===== config.mk =====
export PLATFORM = sky130hd
export DESIGN_NAME = rle_transition_payload_checker_unit
export DESIGN_NICKNAME = d
export VERILOG_FILES = /design/src/hw/rtl/rtpc_pkg.sv /design/src/hw/rtl/rle_transition_payload_checker_unit.sv /design/src/hw/rtl/rtpc_parser.sv
export SDC_FILE = /design/constraint.sdc
export NUM_CORES = 1
export LEC_CHECK = 0
export ABC_CLOCK_PERIOD_IN_PS = 8150
export BUFFER_PORTS_ARGS = -buffer_cell sky130_fd_sc_hd__buf_4
export CORE_MARGIN = 2
export CORE_UTILIZATION = 45
export CTS_CLUSTER_DIAMETER = 100
export CTS_CLUSTER_SIZE = 30
export DETAILED_ROUTE_END_ITERATION = 10
export GPL_TIMING_DRIVEN = 0
export SLEW_MARGIN = 10
export SYNTH_ARGS = -nofsm -noshare
export SYNTH_HDL_FRONTEND = slang
export SYNTH_SLANG_ARGS = --single-unit

===== constraint.sdc =====
create_clock -name clk -period 8.15 [get_ports clk]
set_input_delay 1.63 -clock clk [delete_from_list [all_inputs] [get_ports clk]]
set_output_delay 1.63 -clock clk [all_outputs]
set_load 0.005 [all_outputs]

===== src/hw/rtl/rtpc_pkg.sv =====
// Shared types and constants for the transition payload checker.
// No dependencies; used by the parser, the top level and the testbench.

package rtpc_pkg;

	localparam int unsigned FRAME_COUNT_DEF = 4;

	localparam int unsigned DATA_W     = 8;
	localparam int unsigned DIM_W      = 16;
	localparam int unsigned FRAME_SZ_W = 32;
	localparam int unsigned CFG_IDX_W  = 2;

	// configuration register indexes
	localparam logic [CFG_IDX_W-1:0] CFG_FRAME_WIDTH  = 2'd0;
	localparam logic [CFG_IDX_W-1:0] CFG_FRAME_HEIGHT = 2'd1;

	typedef enum logic [4:0] {
		PH_FRAME_HDR = 5'b00001,
		PH_ROW_HDR   = 5'b00010,
		PH_TOKEN     = 5'b00100,
		PH_SKIP      = 5'b01000,
		PH_DONE      = 5'b10000
	} rtpc_phase_t;

	// one byte beat handed from the input stage to the parser
	typedef struct packed {
		logic              take;
		logic              last;
		logic [DATA_W-1:0] data;
	} rtpc_beat_t;

endpackage


===== src/hw/rtl/rle_transition_payload_checker_unit.sv =====
// Pipeline: a beat is registered in the input register at acceptance and parsed when it
// advances out of it; the verdict for the last beat is then registered in the output register.
// Throughput: one byte beat per cycle; a last beat waits in the input register only
// while the previous verdict is not taken.
// Reset: arst_n clears all parse state and both valid flags; frame_width and
// frame_height return to 1. Depends on rtpc_pkg and rtpc_parser.

module rle_transition_payload_checker_unit #(
	parameter int unsigned FRAME_COUNT = rtpc_pkg::FRAME_COUNT_DEF
) (
	input  logic                               clk,
	input  logic                               arst_n,
	input  logic                               in_valid,
	output logic                               in_ready,
	input  logic [rtpc_pkg::DATA_W-1:0]        data_byte,
	input  logic                               is_last,
	output logic                               out_valid,
	input  logic                               out_ready,
	output logic                               payload_valid,
	input  logic                               cfg_valid,
	output logic                               cfg_ready,
	input  logic [rtpc_pkg::CFG_IDX_W-1:0]     cfg_index,
	input  logic [rtpc_pkg::DIM_W-1:0]         cfg_data
);

	logic                          valid_s1;
	logic                          last_s1;
	logic [rtpc_pkg::DATA_W-1:0]   data_s1;
	logic                          advance;
	logic                          ok;
	logic [rtpc_pkg::DIM_W-1:0]    width_q;
	logic [rtpc_pkg::DIM_W-1:0]    height_q;
	logic                          out_valid_q;
	logic                          result_q;
	rtpc_pkg::rtpc_beat_t          beat;

	// a non-last beat never needs the output slot
	assign advance  = valid_s1 && (!last_s1 || !out_valid_q || out_ready);
	assign in_ready = !valid_s1 || advance;
	assign cfg_ready = 1'b1;

	always_ff @(posedge clk or negedge arst_n) begin
		if (!arst_n) begin
			valid_s1 <= 1'b0;
		end else if (in_ready) begin
			valid_s1 <= in_valid;
		end
	end

	always_ff @(posedge clk) begin
		if (in_ready && in_valid) begin
			data_s1 <= data_byte;
			last_s1 <= is_last;
		end
	end

	always_ff @(posedge clk or negedge arst_n) begin
		if (!arst_n) begin
			width_q  <= 16'd1;
			height_q <= 16'd1;
		end else if (cfg_valid) begin
			unique case (cfg_index)
				rtpc_pkg::CFG_FRAME_WIDTH:  width_q  <= cfg_data;
				rtpc_pkg::CFG_FRAME_HEIGHT: height_q <= cfg_data;
				default: ;
			endcase
		end
	end

	always_comb begin
		beat.take = advance;
		beat.last = last_s1;
		beat.data = data_s1;
	end

	rtpc_parser #(
		.FRAME_COUNT(FRAME_COUNT)
	) u_parser (
		.clk          (clk),
		.arst_n       (arst_n),
		.beat         (beat),
		.frame_width  (width_q),
		.frame_height (height_q),
		.ok           (ok)
	);

	always_ff @(posedge clk or negedge arst_n) begin
		if (!arst_n) begin
			out_valid_q <= 1'b0;
		end else if (advance && last_s1) begin
			out_valid_q <= 1'b1;
		end else if (out_ready) begin
			out_valid_q <= 1'b0;
		end
	end

	always_ff @(posedge clk) begin
		if (advance && last_s1)
			result_q <= ok;
	end

	assign out_valid     = out_valid_q;
	assign payload_valid = result_q;

endmodule


===== src/hw/rtl/rtpc_parser.sv =====
// Byte-wise structure parser: frame/row headers, tokens, skips, sticky error.
// Depends on rtpc_pkg. Updates its state once per taken beat.

module rtpc_parser #(
	parameter int unsigned FRAME_COUNT = rtpc_pkg::FRAME_COUNT_DEF
) (
	input  logic                         clk,
	input  logic                         arst_n,
	input  rtpc_pkg::rtpc_beat_t         beat,
	input  logic [rtpc_pkg::DIM_W-1:0]   frame_width,
	input  logic [rtpc_pkg::DIM_W-1:0]   frame_height,
	output logic                         ok
);

	localparam int unsigned FW = $clog2(FRAME_COUNT + 1);

	rtpc_pkg::rtpc_phase_t              phase_q, n_phase;
	logic [23:0]                        shift_q, n_shift;
	logic [1:0]                         hcnt_q, n_hcnt;
	logic [FW-1:0]                      frames_q, n_frames;
	logic [rtpc_pkg::FRAME_SZ_W-1:0]    fbl_q, n_fbl;
	logic [rtpc_pkg::DIM_W-1:0]         rows_q, n_rows;
	logic [rtpc_pkg::DIM_W-1:0]         rbl_q, n_rbl;
	logic [rtpc_pkg::DIM_W-1:0]         pix_q, n_pix;
	logic                               err_q, n_err;

	always_comb begin
		logic [rtpc_pkg::DATA_W-1:0]  b;
		logic [rtpc_pkg::DIM_W-1:0]   row_len;
		logic                         do_token;
		logic                         do_row;
		b        = beat.data;
		row_len  = '0;
		do_token = 1'b0;
		do_row   = 1'b0;
		n_phase  = phase_q;
		n_shift  = shift_q;
		n_hcnt   = hcnt_q;
		n_frames = frames_q;
		n_fbl    = fbl_q;
		n_rows   = rows_q;
		n_rbl    = rbl_q;
		n_pix    = pix_q;
		n_err    = err_q;

		if (!err_q) begin
			unique case (phase_q)
				rtpc_pkg::PH_FRAME_HDR: begin
					n_hcnt = 2'(hcnt_q + 2'd1);
					case (hcnt_q)
						2'd0: n_shift[7:0]   = b;
						2'd1: n_shift[15:8]  = b;
						2'd2: n_shift[23:16] = b;
						default: begin
							n_fbl   = {b, shift_q};
							n_shift = '0;
							n_rows  = '0;
							do_row  = 1'b1;
						end
					endcase
				end
				rtpc_pkg::PH_ROW_HDR: begin
					if (fbl_q == '0) begin
						n_err = 1'b1;
					end else begin
						n_fbl = fbl_q - 32'd1;
						if (!hcnt_q[0]) begin
							n_shift[7:0] = b;
							n_hcnt       = 2'd1;
						end else begin
							row_len = {b, shift_q[7:0]};
							n_rbl   = row_len;
							n_shift = '0;
							n_hcnt  = '0;
							if ({16'd0, row_len} > n_fbl) begin
								n_err = 1'b1;
							end else begin
								n_pix    = frame_width;
								do_token = 1'b1;
							end
						end
					end
				end
				rtpc_pkg::PH_TOKEN: begin
					if (rbl_q == '0 || fbl_q == '0) begin
						n_err = 1'b1;
					end else begin
						n_rbl = rbl_q - 16'd1;
						n_fbl = fbl_q - 32'd1;
						if (b != '0) begin
							if (pix_q != '0)
								n_pix = pix_q - 16'd1;
							do_token = 1'b1;
						end else if (n_rbl == '0) begin
							n_err = 1'b1;   // zero token with no room for its skip
						end else begin
							n_phase = rtpc_pkg::PH_SKIP;
						end
					end
				end
				rtpc_pkg::PH_SKIP: begin
					if (rbl_q == '0 || fbl_q == '0) begin
						n_err = 1'b1;
					end else begin
						n_rbl = rbl_q - 16'd1;
						n_fbl = fbl_q - 32'd1;
						if (b == '0 || {8'd0, b} > pix_q) begin
							n_err = 1'b1;
						end else begin
							n_pix    = pix_q - {8'd0, b};
							do_token = 1'b1;
						end
					end
				end
				default: n_err = 1'b1;   // data past the last frame
			endcase
		end

		// end of row check after a header, token or skip
		if (do_token) begin
			if (n_rbl == '0) begin
				n_rows = 16'(n_rows + 16'd1);
				do_row = 1'b1;
			end else if (n_pix == '0) begin
				n_err = 1'b1;
			end else begin
				n_phase = rtpc_pkg::PH_TOKEN;
			end
		end

		// end of frame check
		if (do_row) begin
			if (n_rows >= frame_height) begin
				if (n_fbl != '0) begin
					n_err = 1'b1;
				end else begin
					n_frames = FW'(n_frames + FW'(1));
					n_phase  = (n_frames >= FW'(FRAME_COUNT)) ? rtpc_pkg::PH_DONE
					                                          : rtpc_pkg::PH_FRAME_HDR;
				end
			end else begin
				n_phase = rtpc_pkg::PH_ROW_HDR;
			end
		end
	end

	assign ok = !n_err && (n_phase == rtpc_pkg::PH_DONE);

	always_ff @(posedge clk or negedge arst_n) begin
		if (!arst_n) begin
			phase_q  <= rtpc_pkg::PH_FRAME_HDR;
			shift_q  <= '0;
			hcnt_q   <= '0;
			frames_q <= '0;
			fbl_q    <= '0;
			rows_q   <= '0;
			rbl_q    <= '0;
			pix_q    <= '0;
			err_q    <= 1'b0;
		end else if (beat.take) begin
			if (beat.last) begin
				// payload closed: start over for the next one
				phase_q  <= rtpc_pkg::PH_FRAME_HDR;
				shift_q  <= '0;
				hcnt_q   <= '0;
				frames_q <= '0;
				fbl_q    <= '0;
				rows_q   <= '0;
				rbl_q    <= '0;
				pix_q    <= '0;
				err_q    <= 1'b0;
			end else begin
				phase_q  <= n_phase;
				shift_q  <= n_shift;
				hcnt_q   <= n_hcnt;
				frames_q <= n_frames;
				fbl_q    <= n_fbl;
				rows_q   <= n_rows;
				rbl_q    <= n_rbl;
				pix_q    <= n_pix;
				err_q    <= n_err;
			end
		end
	end

endmodule


### Word-level counts from Yosys, hierarchy flattened

Index checks and enable logic that the tools add are counted.

| storage, ports and cells | value |
|---|---|
| flip-flop bits (word level) | 159 |
| word-level logic and storage cells | 177 |

| cells by class | value |
|---|---|
| add/sub/neg operators | 7 |
| $lt $le $gt $ge | 4 |
| equality and inequality tests | 15 |
| muxes and demuxes | 93 |
| reductions and logical operators | 40 |

Operator list:

| kind | count |
|---|---|
| 2-to-1 mux 16 bit | 22 |
| 2-to-1 mux 32 bit | 5 |
| case mux 32 bit (3 select lines) | 1 |
| 2-to-1 mux 24 bit | 3 |
| 2-to-1 mux 5 bit | 13 |
| logical NOT 16 bit | 4 |
| case mux 16 bit (3 select lines) | 1 |
| case mux 24 bit (2 select lines) | 1 |
| case mux 8 bit (2 select lines) | 3 |
| greater-than comparator 16 x 32 -> 1 bit | 1 |
| logical NOT 32 bit | 1 |
| 2-to-1 mux 1 bit | 32 |
| case mux 16 bit (2 select lines) | 1 |
| nonzero test 32 bit | 1 |
| subtractor 16 x 1 -> 16 bit (second input constant) | 2 |
| subtractor 32 x 1 -> 32 bit (second input constant) | 1 |
| adder 16 x 1 -> 16 bit (second input constant) | 1 |
| >= comparator 16 bit | 1 |
| greater-than comparator 8 x 16 -> 1 bit | 1 |
| nonzero test 16 bit | 1 |
| subtractor 16 x 8 -> 16 bit | 1 |
| 2-to-1 mux 3 bit | 4 |
| != test 3 bit (second input constant) | 4 |
| AND reduction 6 bit | 2 |
| 30 further kinds | 52 |

### Logic depth before layout (Yosys ltp)

Gate-level depths: netlist of run 1.

| depth | value |
|---|---|
| word-level depth | 16 |
| gate-level depth with buffers | 34 |
| mapped depth without buffers | 31 |

### By module

Synthesis of run 1 repeated with hierarchy kept, for this count alone.

| second synthesis, totals | value |
|---|---|
| cell total of the unflattened synthesis | 1522 |
| area total of the unflattened synthesis | 12792.3 µm² |

By module, submodules not included:

| module | times used | cells each | area an instance (µm²) |
|---|---|---|---|
| rtpc_parser | 1 | 1432 | 11167.0 |
| rle_transition_payload_checker_unit | 1 | 90 | 1625.3 |

### Worst setup path before layout of run 1

OpenSTA, ideal clock, no wires.

| path | value |
|---|---|
| path kind | flip-flop to flip-flop |
| from | register u_parser.fbl_q[3] (netlist bit) |
| to | register u_parser.frames_q[0] |
| arrival | 6.404 ns |
| path slack | 1.621 ns |
| stages on the path, launching flop included | 28 |
| clock period less this slack | 6.529 ns |
| cell sequence | dfrtp_1 -> clkbuf_1 -> or4_1 -> nor3_1 -> nand4_1 -> xor2_1 -> ha_1 -> a21oi_1 -> nand2_1 -> a21oi_1 -> or4b_2 -> nor4b_1 -> and3_1 -> o32ai_1 -> and4_1 -> buf_4 -> nand3_2 -> or3_1 -> xor2_1 -> nor2_1 -> ha_1 -> nand4_1 -> o21a_1 -> o31a_1 -> o21ai_0 -> nor3_1 -> or3_1 -> mux2_4 |

| between the ends | value |
|---|---|
| longest elaborated chain between the ends | 11 |
| elaborated cells on any way between the ends | 31 |
| classes of those cells | add/sub (1); order compare (2); eq/ne (1); mux (20); reduce/logical (7) |

RTL lines:

| what | line | source |
|---|---|---|
| start, declared | rtpc_parser.sv:21 | `logic [rtpc_pkg::FRAME_SZ_W-1:0] fbl_q, n_fbl;` |
| start signal, assigned | rtpc_parser.sv:177 | `fbl_q <= n_fbl;` |
| subtractor 32 x 1 -> 32 bit / logical NOT 32 bit (equally long branches) | - |  |
| greater-than comparator 16 x 32 -> 1 bit / logical OR 1 bit (equally long branches) | rtpc_parser.sv:75, rtpc_parser.sv:85, rtpc_parser.sv:102 |  |
| 2-to-1 mux 1 bit / 2-to-1 mux 16 bit (equally long branches) | rtpc_parser.sv:75, rtpc_parser.sv:85, rtpc_parser.sv:102 |  |
| 2-to-1 mux 1 bit / case mux 16 bit (2 select lines) (equally long branches) | rtpc_parser.sv:67, rtpc_parser.sv:47 |  |
| 2-to-1 mux 1 bit / 2-to-1 mux 16 bit (equally long branches) | rtpc_parser.sv:63, rtpc_parser.sv:46 |  |
| case mux 1 bit (3 select lines) / logical NOT 16 bit (equally long branches) | rtpc_parser.sv:47, rtpc_parser.sv:121 |  |
| 2-to-1 mux 1 bit / 2-to-1 mux 16 bit (equally long branches) | rtpc_parser.sv:46, rtpc_parser.sv:121 |  |
| 2-to-1 mux 16 bit | rtpc_parser.sv:120 | `if (do_token) begin` |
| >= comparator 16 bit | rtpc_parser.sv:133 | `if (n_rows >= frame_height) begin` |
| nonzero test 2 bit (no line) | - |  |
| AND reduction 4 bit (no line) (*) | - |  |
| end signal, assigned | rtpc_parser.sv:176 | `frames_q <= n_frames;` |
| end, declared | rtpc_parser.sv:20 | `logic [FW-1:0] frames_q, n_frames;` |

Mark *: on every way between the ends. The rest lies on a longest branch, timed or not.
A chain may end at the register's enable or synchronous reset.

### Worst setup path after layout of run 1

| path | value |
|---|---|
| from | register u_parser.fbl_q[10] (netlist bit) |
| to | register u_parser.frames_q[0] |

Same word-level chain as after synthesis.

==> impl_summary.txt, run 1 <==
----------------------------------------------------
[Worst setup path]
  Setup Crit Path Kind ... reg2reg
  Arrival time worst endpoint ... 7970 ps
  Reg-to-reg startpoint ... u_parser.fbl_q[10]$_DFFE_PN0P_
  Critical path fanouts, max ... 10
  Number of cells on the worst reg-to-reg path ... 29
  CP startpoint kind ... register
  Maximum cell stage delay along the critical path ... between 700 and 800 ps
  Reg-to-reg endpoint ... u_parser.frames_q[0]$_DFFE_PN0P_
  Kind of end point of the critical path ... register
  Crit-path slowest cell ... or4b_2
  Internal reg-to-reg setup slack ... roughly 500 ps
  Required time reported for the critical path endpoint ... 8480 ps

[Logic synthesis]
  Post-synthesis async set-or-reset flop share ... 93.7%
  Most common flop cell mapped by yosys ... dfrtp_1
  Most frequent cells after synthesis ... dfrtp_1 (146), nand2_1 (142), nor2_1 (116)
  Synthesized cell area ... 0.0121 mm^2
  Area share of the leading cell type in the synthesized netlist ... 30.2%
  Per-instance average area after synthesis ... approximately 8.5 um^2
  Number of synthesized flops with an enable pin ... 10
  Synthesized flop and latch total ... around 160
  Yosys warning total ... 0
  Sequential fraction of the synthesis area ... between 30% and 40%
  Leading cell types by total area after synthesis ... dfrtp_1 (30%), ha_1 (5.3%), o21ai_0 (4.5%), nand2_1 (4.4%), nor2_1 (3.6%)
  Nets in the synthesized netlist ... around 1500
  Most numerous cell in the Yosys netlist ... dfrtp_1
  Number of distinct library cells after synthesis ... 94
  Synth Instances ... 1430
  Cell taking the most area after synthesis ... dfrtp_1

[STA]
  Final TNS setup ... 0 ps
  Final Hold Slack ... 485 ps
  RSZ-0062 raised after global routing ... false
  Final max-slew violation count ... 0
  Worst clock skew ... 22.3 ps
  Time the worst path needs with I/O delays and setup ... 7650 ps
  Worst-Margin Slew ... 1210 ps
  Peak Freq ... between 100 and 150 MHz
  Final setup violation count ... 0
  Max_slew headroom ... 19.5%
  Portion of the clock cycle consumed by the worst path in the final layout ... 93.9%
  Final Hold Violating Endpoints ... 0

[GRT]
  Grt total ovfl ... 0
  Maximum number of pins on one net before global-route repair ... 94
  First-pass GRT wire length ... ~75 mm
  Global-route usage over all layers ... 35.4%
  Initial antenna violation count ... 1
  Number of global-route vias before repair ... 12000

[Placed design]
  Cell count after placement ... 1806
  Count of port buffers added during placement ... 34
  Area post-placement ... 0.0128 mm^2
  HPWL after DPL ... 37.0 mm
  RD Place Congestion ... 0.995

[Drt]
  Via-per-instance ratio ... 6.76
  Remaining routing DRC violations ... 0
  Max Used Layer ... met5
  Number of antenna-violating nets in the routed design ... 0
  Average wire length per cell after detail routing ... 27.1 um
  Number of detailed-route iterations in the first pass ... 6
  Final WL ... 49.9 mm
  Met2 wire length ... 22.5 mm
  Post-Route M1 WL ... 20.6 mm
  Total number of vias ... between 10000 and 15000
  Met3 WL post-DR ... between 4 and 5 mm
  DRT iter0 DRCs ... 1429

[Layout]
  Total non-filler cell area in the finished layout ... roughly 0.014 mm^2
  Net total in the final layout ... around 1600
  Area grow syn2layout ... 11.7%
  Number of fillers in the final layout ... between 2000 and 3000
  # diodes ... 0
  Number of cells in the finished layout apart from fillers ... approximately 1800
  Fraction of final layout cells with drive strength greater than 1 ... 10.9%

[Status]
  Status ... complete, no violations

[CTS]
  Number of sinks handled by clock tree synthesis ... around 160
  Master cell of the clock root buffer ... clkbuf_16
  TritonCTS buffer count ... 17
  Number of buffers inserted for hold repair after clock tree synthesis ... 0
  H-tree depth ... 4
  Clk buf depth ... 2
  Clock insertion delay at the later pin of the skew report ... 450 ps
  Clk pin slew, worst setup/hold paths ... about 80 ps
  CTS tree ... yes

[Power and ir drop]
  Power density normalized to cell area ... 237 mW/mm^2
  Reported leakage power ... 5.83 nW
  Pwr Total ... ~3.2 mW
  Worst IR Drop VDD ... 153 uV

[Worst hold path]
  Hold path depth ... 2
  Classification of the worst-slack hold path ... reg2reg
  Startpoint of the worst hold path ... u_parser.rows_q[3]$_DFFE_PN0P_
  Hold Crit Endpoint ... u_parser.rows_q[3]$_DFFE_PN0P_

[Die]
  IO Pins ... 36
  # rows ... 60
  Height of the die ... between 150 and 200 um
  Die Area ... 0.0282 mm^2
  Floorplan die width ... 168 um
  Area of the core ... 0.0267 mm^2
  Starting utilization of the core area ... 45.4%

[Run]
  Number of maximum-capacitance constraint violations ... 0

----------------------------------------------------
kinds of logic after synthesis:
logic type | count (synthesis) | synth area share [%]
and+or+nand+nor | 541 | 23.5
adders and majority gates | 52 | 5.44
AOI/OAI and AO/OA | 432 | 24.5
DFF | 159 | 33.3
xor gates and xnor gates | 52 | 3.76
other | 1 | 0.0310
buffers and inverters | 141 | 4.68
muxes | 52 | 4.71
stage by stage:
| stage | worst slack, ps | utilization (%) |
|---|---|---|
| after floorplan | 1620 | - |
| after CTS | 45.4 | 50.4 |
| after global placement | 66.5 | 48.0 |
| final | 501 | 50.7 |
| after detailed placement | 94.0 | 48.1 |
| after global routing | 92.4 | 50.7 |
registers in the layout, summed over array words and instances (netlist names):
name	cells
u_parser.fbl_q	32
u_parser.shift_q	24
height_q	16
u_parser.pix_q	16
u_parser.rbl_q	16
u_parser.rows_q	16
width_q	16
data_s1	8
u_parser.phase_q	5
u_parser.frames_q	3
u_parser.hcnt_q	2
last_s1	1
out_valid	1
payload_valid	1
u_parser.err_q	1
valid_s1	1
routing by layer:
metal	vias up	GRT usage, %
li1	5527	-
met1	6096	48.2
met2	703	56.4
met3	133	5.57
met4	2	14.6
met5	-	0
placed cells by master, fill, tap and decap left out, drive strengths merged, types with 15 or more instances in the layout:
master,instances
buf,63
nand4,25
xnor2,27
a21o,18
clkbuf,84
a21oi,67
a22o,47
inv,60
a31oi,21
nand2,142
nor2,117
nor4,36
dfrtp,146
mux2i,15
o21ai,118
mux2,37
nand3,37
nor3,58
o22ai,15
ha,51
xor2,25
worst max-delay path, delay by kind of cell, from the launching register on:
family / cells / cell delay (ps)
simple gates: 13 / 3450
flops: 1 / 360
compound gates: 7 / 1270
xor+xnor: 2 / 450
buf+inv: 4 / 1010
fa+ha+maj: 2 / 690
mux: 1 / 290
report_power, final:
group / total, mW / internal (mW) / switching [mW]
clock: 0.887 / 0.488 / 0.399
sequential: 1.02 / 0.896 / 0.127
combinational: 1.29 / 0.403 / 0.887
total: 3.20 / 1.79 / 1.41
how the worst max path moves through the flow:
stage | end | start | slack (ps)
6_report | u_parser.frames_q[0]$_DFFE_PN0P_ | u_parser.fbl_q[10]$_DFFE_PN0P_ | 500
5_1_grt | u_parser.frames_q[0]$_DFFE_PN0P_ | u_parser.fbl_q[3]$_DFFE_PN0P_ | 90
4_1_cts | u_parser.frames_q[0]$_DFFE_PN0P_ | u_parser.fbl_q[0]$_DFFE_PN0P_ | 50
3_5_place_dp | u_parser.frames_q[0]$_DFFE_PN0P_ | u_parser.fbl_q[0]$_DFFE_PN0P_ | 90
3_3_place_gp | u_parser.frames_q[0]$_DFFE_PN0P_ | u_parser.fbl_q[0]$_DFFE_PN0P_ | 70
2_1_floorplan | u_parser.frames_q[0]$_DFFE_PN0P_ | u_parser.fbl_q[3]$_DFFE_PN0P_ | 1620
layout make-up:
cell class	count	area (um^2)	share of cell area, %
clock inverters	11	145	1.07
inverters	54	203	1.50
repair buffers	40	328	2.42
clock buffers	21	470	3.48
well taps	341	427	3.16
plain buffers	86	362	2.67
flip-flops and latches	159	4030	29.8
multi-input cells	1130	7550	55.9
what timing repair did:
action / in CTS / in global routing
setup buffers: 0 / 5
endpoints found under the setup margin: 0 / 9
gates resized for setup: 0 / 8
No activity file was read; power rests on OpenSTA's default activity.
==> run 2, diff against run 1 <==
- ABC_AREA: not set -> 1
==> run 2 against run 1 <==
Against the previous run: maximum frequency rose by 15%; sequential power rose by 7%; clock-buffer cell count fell by 1; combinational power rose to 2.6 times the previous value; cell area rose by 4.5%; highest routed layer is now met4; register-to-register slack improved by 980 ps.
==> impl_summary.txt, run 2 <==
----------------------------------------------------
[Logic synthesis]
  Synthesized cell area ... 0.0128 mm^2 (+5.6%)
  Post-synthesis async set-or-reset flop share ... 93.7% (unchanged)
  Per-instance average area after synthesis ... 6.51 um^2 (-23%)
  Most common flop cell mapped by yosys ... dfrtp_1
  Sequential fraction of the synthesis area ... 31.5% (-1.8 points)
  Nets in the synthesized netlist ... 2048 (+35%)
  Area share of the leading cell type in the synthesized netlist ... 28.6% (-1.6 points)
  Most numerous cell in the Yosys netlist ... nand2_1
  Number of distinct library cells after synthesis ... 54 (-43%)
  Most frequent cells after synthesis ... nand2_1 (562), inv_1 (259), nor2_1 (203)
  Leading cell types by total area after synthesis ... dfrtp_1 (29%), nand2_1 (17%), inv_1 (7.6%), o21ai_0 (7.4%), nor2_1 (6.0%)
  Synth Instances ... 1964 (+37%)
  Cell taking the most area after synthesis ... dfrtp_1
  Number of synthesized flops with an enable pin ... 10 (unchanged)
  Synthesized flop and latch total ... 159 (unchanged)
  Yosys warning total ... 0 (unchanged)

[Layout]
  Largest registers ... u_parser.fbl_q: 32 flops, u_parser.shift_q: 24 flops
  Total non-filler cell area in the finished layout ... 0.0141 mm^2 (+4.5%)
  Number of flip-flops in the largest register ... 32 (unchanged)
  Final cell utilization of the core ... 50.7% (about the same)
  Most common cell after layout, fill and taps aside ... nand2_1
  Fraction of final layout cells with drive strength greater than 1 ... 6.55% (-4.3 points)
  Area grow syn2layout ... 10.6%
  Top register by number of flip-flops ... u_parser.fbl_q
  Net total in the final layout ... 2102 (+34%)
  Commonest cells after routing, fill and taps aside ... nand2_1 (562), inv_1 (259), nor2_1 (203)
  # diodes ... 0 (unchanged)

[Drt]
  Total number of vias ... 13400 (+7.4%)
  Number of antenna-violating nets in the routed design ... 0 (unchanged)
  Remaining routing DRC violations ... 0 (unchanged)
  DRT iter0 DRCs ... 1061 (-26%)
  Average wire length per cell after detail routing ... 18.6 um (-32%)
  Via-per-instance ratio ... 5.55 (-18%)
  Final WL ... 44.7 mm (-10%)
  Number of detailed-route iterations in the first pass ... 6 (unchanged)

[Power and ir drop]
  Pwr Total ... 5.29 mW (+65%)
  Power density normalized to cell area ... 374 mW/mm^2 (+58%)
  Worst IR Drop VDD ... 222 uV (+45%)
  Reported leakage power ... 7.30 nW (+25%)

[Worst setup path]
  Maximum cell stage delay along the critical path ... 490 ps (-250 ps)
  Critical path fanouts, max ... 10 (unchanged)
  Required time reported for the critical path endpoint ... 8420 ps (-60 ps)
  CP startpoint kind ... register
  Kind of end point of the critical path ... register
  Crit-path slowest cell ... dfrtp_1
  Most used cell along the critical path ... nand2_1
  Setup Crit Path Kind ... reg2reg
  Arrival time worst endpoint ... 6940 ps (-1030 ps)

[CTS]
  Cells resized by post-CTS repair ... 0 (unchanged)
  Clk buf depth ... 2 (unchanged)
  TritonCTS buffer count ... 17 (unchanged)
  Number of buffers inserted for hold repair after clock tree synthesis ... 0 (unchanged)
  Post-CTS Setup Bufs ... 0 (unchanged)
  Clock insertion delay at the later pin of the skew report ... 450 ps (about the same)
  Master cell of the clock root buffer ... clkbuf_16
  H-tree depth ... 4 (unchanged)
  Number of sinks handled by clock tree synthesis ... 159 (unchanged)
  Clk pin slew, worst setup/hold paths ... 80 ps (about the same)
  CTS tree ... yes

[Run]
  Number of maximum-capacitance constraint violations ... 0 (unchanged)

[STA]
  Final TNS setup ... 0 ps (unchanged)
  Final Hold Violating Endpoints ... 0 (unchanged)
  Time the worst path needs with I/O delays and setup ... 6660 ps (-985 ps)
  Worst Slack Setup Final ... 1490 ps (+985 ps)
  Final max-slew violation count ... 0 (unchanged)
  Max_slew headroom ... 12.4% (-7.0 points)
  Worst clock skew ... 13.6 ps (-8.72 ps)
  RSZ-0062 raised after global routing ... false
  Portion of the clock cycle consumed by the worst path in the final layout ... 81.8% (-12 points)
  Final setup violation count ... 0 (unchanged)
  Peak Freq ... 150 MHz (+15%)
  Worst-Margin Slew ... 1300 ps (+97.4 ps)

[Placed design]
  RD Place Congestion ... 0.954 (-4.2%)
  Count of port buffers added during placement ... 34 (unchanged)
  HPWL after DPL ... 34.4 mm (-6.8%)
  Area post-placement ... 0.0135 mm^2 (+5.6%)
  Worst setup slack after placement ... 1570 ps (+1470 ps)

[Die]
  Area of the core ... 0.0279 mm^2 (+4.5%)
  # rows ... 61 (+1.7%)
  Height of the die ... 173 um (+2.7%)
  Die Area ... 0.0298 mm^2 (+5.4%)
  IO Pins ... 36 (unchanged)
  Starting utilization of the core area ... 45.9% (+0.45 points)
  Floorplan die width ... 173 um (+2.7%)

[GRT]
  Initial antenna violation count ... 0 (-1)
  Maximum number of pins on one net before global-route repair ... 83 (-12%)
  First-pass GRT wire length ... 70.0 mm (-7.0%)
  Number of global-route vias before repair ... 12700 (+5.7%)
  Grt total ovfl ... 0 (unchanged)
  Global-route usage over all layers ... 30.0% (-5.4 points)

[Status]
  Status ... complete, no violations

[Worst hold path]
  Classification of the worst-slack hold path ... reg2reg

----------------------------------------------------
-- run 2: cell types whose count changed after synthesis, moves of 36 or more --
cell     before  now
o21ai_0     108  188
o22ai_1      15   72
nor2_1      116  203
nand2_1     142  562
mux2_2       36    0
a22o_1       47    1
nand3_1      36  111
inv_1        54  259
nor3_1       56   16
-- run 2: kinds of logic after synthesis --
family | synth area share, %
and+or+nand+nor | 33.1
AOI/OAI and AO/OA | 16.3
buffers and inverters | 10.1
DFF | 31.5
xor gates and xnor gates | 3.76
adders and majority gates | 5.15
other | 0.0293
-- run 2: report_power, final --
part           switching [mW]  internal [mW]  total, mW
clock                   0.392          0.438      0.830
sequential              0.156          0.937       1.09
combinational            2.37          0.993       3.37
total                    2.92           2.37       5.29
-- run 2: worst paths after layout --
check | startpoint | endpoint | slack [ps] | depth (start not counted)
max in group asynchronous | arst_n | width_q[0]$_DFFE_PN1P_ | 6110 | 2
hold / removal | width_q[13]$_DFFE_PN0P_ | width_q[13]$_DFFE_PN0P_ | 480 | 2
hold reg to reg | width_q[13]$_DFFE_PN0P_ | width_q[13]$_DFFE_PN0P_ | 480 | 2
min in group asynchronous | arst_n | u_parser.fbl_q[2]$_DFFE_PN0P_ | 1190 | 1
setup reg to reg | u_parser.fbl_q[3]$_DFFE_PN0P_ | payload_valid$_DFFE_PP_ | 1490 | 40
setup / recovery | u_parser.fbl_q[3]$_DFFE_PN0P_ | payload_valid$_DFFE_PP_ | 1490 | 40
-- run 2: cell type report --
class / instances / area [um^2]
Buffer: 63 / 284
Clock inverter: 12 / 113
Clock buffer: 20 / 478
Timing Repair Buffer: 35 / 290
Tap cell: 378 / 473
Multi-Input combinational cell: 1474 / 7460
Inverter: 268 / 1010
Sequential cell: 159 / 4030
Fill cell: 2953 / 13700
-- run 2: layer usage --
metal	GRT usage (%)	up-vias	part of all wire [%]
li1	-	6500	-
met1	37.6	6252	42
met2	50.2	507	47
met3	4.49	120	6.2
met4	15.8	0	5.3
met5	0	-	0
-- run 2: through the flow --
| step | hold WS (ps) | instances |
|---|---|---|
| final | 476 | 2409 |
| after CTS | 483 | 2409 |
| after detailed placement | 464 | 2377 |
| after global placement | 460 | 2376 |
| after floorplan | 444 | 1964 |
| after global routing | 507 | 2409 |
-- run 2: critical path, delay by kind of cell, from the launching register on --
| kind | cells | cell delay (ps) |
|---|---|---|
| adder cells (fa/ha/maj) | 2 | 570 |
| flip-flops | 1 | 490 |
| AND/OR/NAND/NOR | 26 | 3710 |
| XOR/XNOR | 1 | 250 |
| buffers and inverters | 4 | 460 |
| AO/OA/AOI/OAI | 7 | 1020 |
